`config.mk`:
```
export PLATFORM = sky130hd
export DESIGN_NAME = ffa_ctrl
export DESIGN_NICKNAME = d
export VERILOG_FILES = /design/src/design/ffa_pkg.sv /design/src/design/ffa_ctrl.sv
export SDC_FILE = /design/constraint.sdc
export NUM_CORES = 1
export LEC_CHECK = 0
export BUFFER_PORTS_ARGS = -buffer_cell sky130_fd_sc_hd__buf_4
export CAP_MARGIN = 20
export CORE_MARGIN = 4
export CORE_UTILIZATION = 55
export CTS_CLUSTER_SIZE = 20
export DETAILED_ROUTE_END_ITERATION = 8
export PLACE_DENSITY = 0.86
export SLEW_MARGIN = 20
export SYNTH_ARGS = -nofsm -noshare
export SYNTH_HDL_FRONTEND = slang
export SYNTH_SLANG_ARGS = --single-unit
```
`constraint.sdc`:
```
create_clock -name i_clk -period 3.16 [get_ports i_clk]
set_input_delay 0.316 -clock i_clk [delete_from_list [all_inputs] [get_ports i_clk]]
set_output_delay 0.316 -clock i_clk [all_outputs]
set_load 0.01 [all_outputs]
```
`src/design/ffa_pkg.sv`:
```
package ffa_pkg;

    localparam int ADDR_W      = 14;
    localparam int ARENA_UNITS = 1 << ADDR_W;
    localparam int SIZE_W      = ADDR_W + 1;
    localparam int BYTES_W     = 18;
    localparam int UNIT_BYTES  = 16;
    localparam int UNIT_SHIFT  = $clog2(UNIT_BYTES);
    localparam int WALK_LIMIT  = 4 * ARENA_UNITS + 8;
    localparam int STEP_W      = $clog2(WALK_LIMIT + 2);
    localparam int CFG_IDX_W   = 1;

    localparam logic [BYTES_W-1:0] RESET_MAX_REQUEST = BYTES_W'(10240);
    localparam logic [SIZE_W-1:0]  RESET_MIN_GROW    = SIZE_W'(1024);

    localparam logic [CFG_IDX_W-1:0] CFG_MAX_REQUEST = 1'b0;
    localparam logic [CFG_IDX_W-1:0] CFG_MIN_GROW    = 1'b1;

    typedef enum logic [1:0] {
        OP_ALLOC  = 2'd0,
        OP_FREE   = 2'd1,
        OP_DONATE = 2'd2,
        OP_NONE   = 2'd3
    } t_op;

    typedef enum logic [2:0] {
        ST_OK        = 3'd0,
        ST_TOO_LARGE = 3'd1,
        ST_NO_MEM    = 3'd2,
        ST_REFUSED   = 3'd3,
        ST_TOO_SMALL = 3'd4
    } t_status;

    typedef enum logic [3:0] {
        CMD_IDLE,
        CMD_TAKE,
        CMD_DISP,
        CMD_AREST,
        CMD_ALINK,
        CMD_AEVAL,
        CMD_ASPLIT,
        CMD_GROW,
        CMD_RHEAD,
        CMD_RSIZE,
        CMD_RWALK,
        CMD_MNEXT,
        CMD_MPREV,
        CMD_FIN
    } t_cmd;

    typedef struct packed {
        t_cmd    cmd;
        t_status st;
    } t_ctl;

    typedef struct packed {
        t_op  op;
        logic too_big;
        logic free_bad;
        logic donate_small;
        logic donate_bad;
        logic a_over;
        logic fit;
        logic exact;
        logic p_is_rover;
        logic grow_fail;
        logic big;
        logic found;
        logic walk_limit;
        logic out_full;
    } t_flags;

endpackage

```
`src/design/ffa_ctrl.sv`:
```
module ffa_ctrl (
    input  logic            i_clk,
    input  logic            i_rst_n,
    input  logic            i_in_valid,
    output logic            o_in_ready,
    input  ffa_pkg::t_flags i_flags,
    output ffa_pkg::t_ctl   o_ctl
);
    import ffa_pkg::*;

    typedef enum logic [3:0] {
        S_IDLE,
        S_DISP,
        S_AREST,
        S_ALINK,
        S_AEVAL,
        S_ASPLIT,
        S_GROW,
        S_RHEAD,
        S_RSIZE,
        S_RWALK,
        S_MNEXT,
        S_MPREV,
        S_FIN
    } t_state;

    t_state  r_state, n_state;
    t_status r_st, n_st;
    t_state  rel_ok_state;
    t_state  rel_bad_state;
    t_status rel_bad_st;

    assign rel_ok_state  = (i_flags.op == OP_ALLOC) ? S_AREST : S_FIN;
    assign rel_bad_state = (i_flags.op == OP_ALLOC) ? S_AREST : S_FIN;
    assign rel_bad_st    = (i_flags.op == OP_ALLOC) ? r_st : ST_REFUSED;

    always_comb begin
        n_state = r_state;
        n_st    = r_st;
        unique case (r_state)
            S_IDLE: begin
                n_st = ST_OK;
                if (i_in_valid) begin
                    n_state = S_DISP;
                end
            end
            S_DISP: begin
                unique case (i_flags.op)
                    OP_ALLOC: begin
                        if (i_flags.too_big) begin
                            n_state = S_FIN;
                            n_st    = ST_TOO_LARGE;
                        end else begin
                            n_state = S_ALINK;
                        end
                    end
                    OP_FREE: begin
                        if (i_flags.free_bad) begin
                            n_state = S_FIN;
                            n_st    = ST_REFUSED;
                        end else begin
                            n_state = S_RHEAD;
                        end
                    end
                    OP_DONATE: begin
                        if (i_flags.donate_small) begin
                            n_state = S_FIN;
                            n_st    = ST_TOO_SMALL;
                        end else if (i_flags.donate_bad) begin
                            n_state = S_FIN;
                            n_st    = ST_REFUSED;
                        end else begin
                            n_state = S_RHEAD;
                        end
                    end
                    default: begin
                        n_state = S_FIN;
                    end
                endcase
            end
            S_AREST: n_state = S_ALINK;
            S_ALINK: n_state = S_AEVAL;
            S_AEVAL: begin
                if (i_flags.a_over) begin
                    n_state = S_FIN;
                    n_st    = ST_NO_MEM;
                end else if (i_flags.fit && i_flags.exact) begin
                    n_state = S_FIN;
                end else if (i_flags.fit) begin
                    n_state = S_ASPLIT;
                end else if (i_flags.p_is_rover) begin
                    n_state = S_GROW;
                end
            end
            S_ASPLIT: n_state = S_FIN;
            S_GROW: begin
                if (i_flags.grow_fail) begin
                    n_state = S_FIN;
                    n_st    = ST_NO_MEM;
                end else begin
                    n_state = S_RHEAD;
                end
            end
            S_RHEAD: n_state = S_RSIZE;
            S_RSIZE: begin
                if (i_flags.big) begin
                    n_state = rel_bad_state;
                    n_st    = rel_bad_st;
                end else begin
                    n_state = S_RWALK;
                end
            end
            S_RWALK: begin
                if (i_flags.found) begin
                    n_state = S_MNEXT;
                end else if (i_flags.walk_limit) begin
                    n_state = rel_bad_state;
                    n_st    = rel_bad_st;
                end
            end
            S_MNEXT: n_state = S_MPREV;
            S_MPREV: n_state = rel_ok_state;
            S_FIN: begin
                if (!i_flags.out_full) begin
                    n_state = S_IDLE;
                end
            end
            default: n_state = S_IDLE;
        endcase
    end

    always_ff @(posedge i_clk) begin
        if (!i_rst_n) begin
            r_state <= S_IDLE;
            r_st    <= ST_OK;
        end else begin
            r_state <= n_state;
            r_st    <= n_st;
        end
    end

    always_comb begin
        o_ctl.st = r_st;
        unique case (r_state)
            S_IDLE:   o_ctl.cmd = i_in_valid ? CMD_TAKE : CMD_IDLE;
            S_DISP:   o_ctl.cmd = CMD_DISP;
            S_AREST:  o_ctl.cmd = CMD_AREST;
            S_ALINK:  o_ctl.cmd = CMD_ALINK;
            S_AEVAL:  o_ctl.cmd = CMD_AEVAL;
            S_ASPLIT: o_ctl.cmd = CMD_ASPLIT;
            S_GROW:   o_ctl.cmd = CMD_GROW;
            S_RHEAD:  o_ctl.cmd = CMD_RHEAD;
            S_RSIZE:  o_ctl.cmd = CMD_RSIZE;
            S_RWALK:  o_ctl.cmd = CMD_RWALK;
            S_MNEXT:  o_ctl.cmd = CMD_MNEXT;
            S_MPREV:  o_ctl.cmd = CMD_MPREV;
            S_FIN:    o_ctl.cmd = CMD_FIN;
            default:  o_ctl.cmd = CMD_IDLE;
        endcase
    end

    assign o_in_ready = r_state == S_IDLE;

    a_take: assert property (@(posedge i_clk) disable iff (!i_rst_n)
        (r_state == S_IDLE && i_in_valid) |=> r_state == S_DISP)
        else $error("accepted item not dispatched");

    a_merge: assert property (@(posedge i_clk) disable iff (!i_rst_n)
        r_state == S_MNEXT |=> r_state == S_MPREV && $past(i_flags.op) == i_flags.op)
        else $error("merge sequence broken");

    a_fin_hold: assert property (@(posedge i_clk) disable iff (!i_rst_n)
        (r_state == S_FIN && i_flags.out_full) |=> r_state == S_FIN && $stable(r_st))
        else $error("result lost while output busy");
endmodule

```
==> flow_summary.json, run 1 <==
{
  "cts_sinks": 7,
  "final_max_slew_viol_count": 0,
  "worst_pin_slew_ns": 0.6542,
  "peakVddDrop_uv": 303.8,
  "dp_hpwl_um": 1894,
  "ioPinCount": 26,
  "p_leak_nw": 0.4231,
  "r2r-end": "r_state[0]",
  "min_to": "r_state[0]",
  "port-buffer-count": 25,
  "cp-end-kind": "output pin",
  "tns_ns": 0,
  "antenna_found_initial": 0,
  "critPathLaunch": "r_state[1]",
  "synth_seq_area_share_pct": 15.82,
  "worstPathRequired_ns": 2.84,
  "hold_viol_final": 0,
  "vias": 1013,
  "initial_core_util_pct": 58.80,
  "worst_r2r_startpoint": "r_state[0]",
  "drt_iter0_markers": 53,
  "ctsHoldBuffers": 0,
  "gr-usage-all-layers_pct": 23.13,
  "grt_util_met2_pct": 40.37,
  "root_buffer": "clkbuf_4",
  "min_path_type": "primary input to flop",
  "syn_nets": 141,
  "r2r_cells": 4,
  "htree_levels": 1,
  "path_cells": "inv_1 -> o21ai_0 -> a21oi_1 -> buf_4",
  "grt.met1_usage_pct": 28.70,
  "outcome": "finished clean",
  "slew_headroom_pct": 56.33,
  "drive_gt1_share_pct": 25.90,
  "num_rows": 14,
  "ctsResizeCount": 0,
  "finalSetupViolCount": 0,
  "grtUsageMet3_pct": 2.952,
  "grt_overflow": 0,
  "post-route-period-util_pct": 62.15,
  "grt_max_degree": 21,
  "grt_pass1_vias": 934,
  "synthCells": 119,
  "gp_congestion": 0.8871,
  "worstHoldPathCells": 3,
  "final_area_um2": 1076,
  "yosys_warnings": 0,
  "register_area_um2": 140.1,
  "synth_top_flop_cell": "dfxtp_1",
  "drtAntennaViolNets": 0,
  "wirelength_um": 2433,
  "cp_max_fo": 19,
  "r2r_slack_ns": 1.27,
  "final_util_pct": 71.43,
  "clk_pin_slew_ns": 0.05,
  "holdWs_ns": 0.3873,
  "die-area_um2": 2317,
  "busiest_layer": "met2",
  "drc": 0,
  "fin_skew_ns": 0.003671,
  "multi_input_area_um2": 675.6,
  "tritoncts": "yes",
  "synth_area_um2": 885.9,
  "cp_slowest_stage_delay_ns": 0.72,
  "vias_per_cell": 6.535,
  "clock_path_buffers": 2,
  "fin_nets": 162,
  "place_area_um2": 1050,
  "cp.arrival_ns": 1.65,
  "core_um2": 1506,
  "rsz0062_at_grt": "no",
  "drt_pass1_iterations": 4,
  "ys_types": 51,
  "die_h_um": 48.13,
  "stdcell_count": 155,
  "async_flop_share_pct": 0,
  "cap_violations": 0,
  "post_cts_buffers": 0,
  "die_x_um": 48.13,
  "synth_edf_count": 0,
  "powerDensity_nw_per_um2": 660.5,
  "critPathBufInv": 2,
  "crit_path_top_delay_cell": "dfxtp_1",
  "avgRoutedWirePerCell_um": 15.70,
  "crit_type": "flop to output pin",
  "fillers": 123,
  "crit_family": "flip-flops",
  "fin_crit_ns": 1.964,
  "cts_buffers": 3,
  "diodes": 0,
  "clk_latency_ns": 0.24,
  "ys_ff_latch": 7,
  "avgSynthCellArea_um2": 7.444,
  "startpoint_type": "flop",
  "worstHoldStart": "i_rst_n",
  "areaGrowthSynthToFinish_pct": 21.47,
  "dp_cells": 151,
  "fmax_ghz": 0.5092,
  "grt_pass1_wl_um": 3864
}
[cell usage in the layout, fill, tap and decap left out, types with 3 or more instances in the layout]
cell type / count
nor2_1: 4
nand2b_1: 6
a21oi_1: 7
inv_1: 7
clkbuf_4: 3
dfxtp_1: 7
mux2i_1: 3
nand2_1: 10
nor2b_1: 3
buf_4: 25
a211o_1: 3
a31oi_1: 3
ha_1: 4
o21ai_0: 7
nand3_1: 5
[worst reg2reg max path, cell delays in order, from the launching register on]
cell	delay, ns
dfxtp_1	0.66
or4b_4	0.58
or2_0	0.24
o2111a_1	0.25
o21ai_2	0.10
[how the worst max path moves through the flow]
stage,cells after the start,endpoint
after global routing,4,o_ctl[3]
final,4,o_ctl[3]
after floorplan,6,r_st[0]
after CTS,4,o_ctl[3]
after detailed placement,7,r_st[2]
after global placement,7,r_st[1]
[flip-flops by register name, summed over array words and instances (netlist names)]
register / flops
r_state: 4
r_st: 3
[kinds of logic after synthesis]
group,synth area share (%)
and+or+nand+nor,30.09
AOI/OAI and AO/OA,33.90
buffers and inverters,7.910
DFF,15.82
muxes,4.661
adders and majority gates,5.650
xor gates and xnor gates,1.978
[layout make-up]
type | instances | share of cell area, %
Tap cell | 16 | 1.860
Timing Repair Buffer | 25 | 17.44
Multi-Input combinational cell | 96 | 62.79
Inverter | 7 | 2.442
Clock buffer | 4 | 2.442
Sequential cell | 7 | 13.02
[synthesized netlist by cell type, types with 2 or more instances]
| library cell | instances | share of area [%] |
|---|---|---|
| inv_1 | 7 | 3.0 |
| nand3_1 | 5 | 2.8 |
| o211ai_1 | 2 | 1.7 |
| buf_2 | 2 | 1.1 |
| nor2_1 | 4 | 1.7 |
| nand2_1 | 10 | 4.2 |
| nand2b_1 | 6 | 4.2 |
| clkbuf_1 | 5 | 2.1 |
| a21oi_1 | 7 | 4.0 |
| a31oi_1 | 3 | 2.1 |
| nor4_1 | 2 | 1.4 |
| nor4b_1 | 2 | 2.0 |
| dfxtp_1 | 7 | 16 |
| o31ai_1 | 2 | 1.7 |
| or2_2 | 2 | 1.4 |
| ha_1 | 4 | 5.6 |
| a211o_1 | 3 | 3.0 |
| o21ai_0 | 7 | 4.0 |
| xnor2_1 | 2 | 2.0 |
| mux2i_1 | 3 | 3.4 |
| nor4bb_1 | 2 | 2.3 |
| nor2b_1 | 3 | 2.1 |
[per-stage QoR]
step                      power (mW)  setup slack (ns)
after CTS                     0.7086             1.251
final                         0.7107             1.196
after global routing          0.7696             1.048
after floorplan               0.4916             1.512
after global placement        0.6148             1.301
after detailed placement      0.6300             1.243
[power breakdown]
| part | total, mW | internal, mW | switching (mW) |
|---|---|---|---|
| clock network | 0.0789 | 0.0480 | 0.0309 |
| logic | 0.436 | 0.227 | 0.208 |
| registers | 0.196 | 0.116 | 0.0806 |
| total | 0.711 | 0.391 | 0.320 |
[metal layers]
| metal | vias up | part of all wire [%] |
|---|---|---|
| met2 | 68 | 48 |
| met5 | - | 0 |
| li1 | 494 | - |
| met1 | 447 | 39 |
| met4 | 0 | 1.9 |
| met3 | 4 | 11 |
No activity file was read; power rests on OpenSTA's default activity.
==> run 2: changes to the inputs <==
CORE_UTILIZATION = 46   (was 55)
PLACE_DENSITY = 0.77   (was 0.86)
clock period = 1.59 ns   (was 3.16 ns; I/O delays follow)
==> run 2 against run 1 <==
First-iteration DRC count down 47%. Utilization down 2.2 points. Via count up 4.7%. Clock power up 120%. Cell area up 15%. Critical path depth unchanged. Flip-flop and latch count unchanged.
==> flow_summary.json, run 2 (synthesis results as in run 1) <==
{
  "outcome": "finished clean",
  "total_power_mw": 1.621,
  "dp_cells": 176,
  "dp_hpwl_um": 2063,
  "cp.arrival_ns": 1.78,
  "final_util_pct": 69.26,
  "gp_congestion": 0.9146,
  "worstHoldStart": "i_rst_n",
  "final_cell_mix": "buf_4, nand2_1, inv_1, a21oi_1",
  "cp-end-kind": "flop",
  "worstPathRequired_ns": 1.79,
  "post-route-period-util_pct": 99.58,
  "grt_overflow": 0,
  "slew_headroom_pct": 70.23,
  "grt_max_degree": 16,
  "clk_pin_slew_ns": 0.05,
  "startpoint_type": "flop",
  "register_area_um2": 145.1,
  "initial_core_util_pct": 49.68,
  "multi_input_area_um2": 690.7,
  "critPathLaunch": "r_state[3]",
  "worst_r2r_startpoint": "r_state[3]",
  "fin_nets": 178,
  "drt_pass1_iterations": 4,
  "fillers": 156,
  "drive_gt1_share_pct": 36.77,
  "areaGrowthSynthToFinish_pct": 39.41,
  "core_um2": 1783,
  "powerDensity_nw_per_um2": 1313,
  "avgRoutedWirePerCell_um": 14.15,
  "cap_violations": 0,
  "stdcell_count": 180,
  "diodes": 0,
  "worst_pin_slew_ns": 0.4410,
  "final_common_cell": "buf_4",
  "fin_crit_ns": 1.583,
  "rsz0062_at_grt": "yes",
  "die_h_um": 51.89,
  "fin_skew_ns": 0.0006741,
  "die_x_um": 51.89,
  "root_buffer": "clkbuf_4",
  "cts_sinks": 7,
  "cts_buffers": 3,
  "finalSetupViolCount": 0,
  "cp_max_fo": 4,
  "fmax_ghz": 0.6316,
  "num_rows": 15,
  "clock_path_buffers": 2,
  "peakVddDrop_uv": 770.5,
  "antenna_found_initial": 0,
  "wirelength_um": 2547,
  "port-buffer-count": 25,
  "crit_type": "flop to flop",
  "min_path_type": "primary input to flop",
  "dp_slack_ns": -0.1116,
  "drtAntennaViolNets": 0,
  "grt_pass1_vias": 965,
  "top_register": "r_state",
  "clk_latency_ns": 0.26,
  "gr-usage-all-layers_pct": 21.30,
  "p_leak_nw": 0.5099,
  "vias_per_cell": 5.894,
  "hold_viol_final": 0,
  "die-area_um2": 2692,
  "final_max_slew_viol_count": 0,
  "ioPinCount": 26,
  "drc": 0,
  "tritoncts": "yes",
  "grt_pass1_wl_um": 4257,
  "reg_top3": "r_state (4), r_st (3)",
  "largest_register_ffs": 4,
  "htree_levels": 1,
  "drt_iter0_markers": 28,
  "vias": 1061,
  "fin_ws_ns": 0.006697
}
-- run 2: layout make-up --
cell class | instances | area share, %
Clock buffer | 4 | 2.128
Inverter | 7 | 2.128
Multi-Input combinational cell | 96 | 55.93
Sequential cell | 7 | 11.75
Tap cell | 25 | 2.533
Timing Repair Buffer | 41 | 25.53
-- run 2: per-layer routing --
layer | routed length [µm] | track usage, % | share of wire, % | vias to the layer above
li1 | - | - | - | 527
met1 | 1158 | 28.20 | 45 | 482
met2 | 1144 | 32.85 | 45 | 45
met3 | 178 | 2.865 | 7.0 | 7
met4 | 65 | 11.79 | 2.6 | 0
met5 | 0 | 0 | 0 | -
-- run 2: path summary, 6_finish.rpt --
kind,endpoint,slack (ns),cells after the start
hold / removal,r_state[0],0.19,3
setup reg to reg,r_state[0],0.007,4
setup / recovery,r_state[0],0.007,4
hold reg to reg,r_st[2],0.46,2
-- run 2: per-stage QoR --
stage               hold slack [ns]  cell area, µm²  setup TNS [ns]
finish                       0.1939            1235               0
global route                 0.2258            1235        -0.06248
CTS                          0.1924            1209               0
detailed placement           0.4550            1181         -0.2916
global placement             0.4469            1181        -0.07638
floorplan                    0.3561           885.9               0
-- run 2: critical path: stages (launching register included) --
cell,delay (ns)
dfxtp_2,0.33
or4b_4,0.57
or2_4,0.25
o2111a_1,0.26
o21ai_2,0.10
-- run 2: power by group --
part / leakage (nW) / switching (mW) / internal, mW
combinational: 0.437 / 0.579 / 0.593
sequential: 0.0583 / 0.0454 / 0.233
clock: 0.0150 / 0.0736 / 0.0963
-- run 2: repair_timing --
item	CTS	global route
resized for setup	1	12
hold buffers	0	0
setup endpoints to repair	3	10
cloned	0	0
pin swaps	0	3
setup buffers	0	0
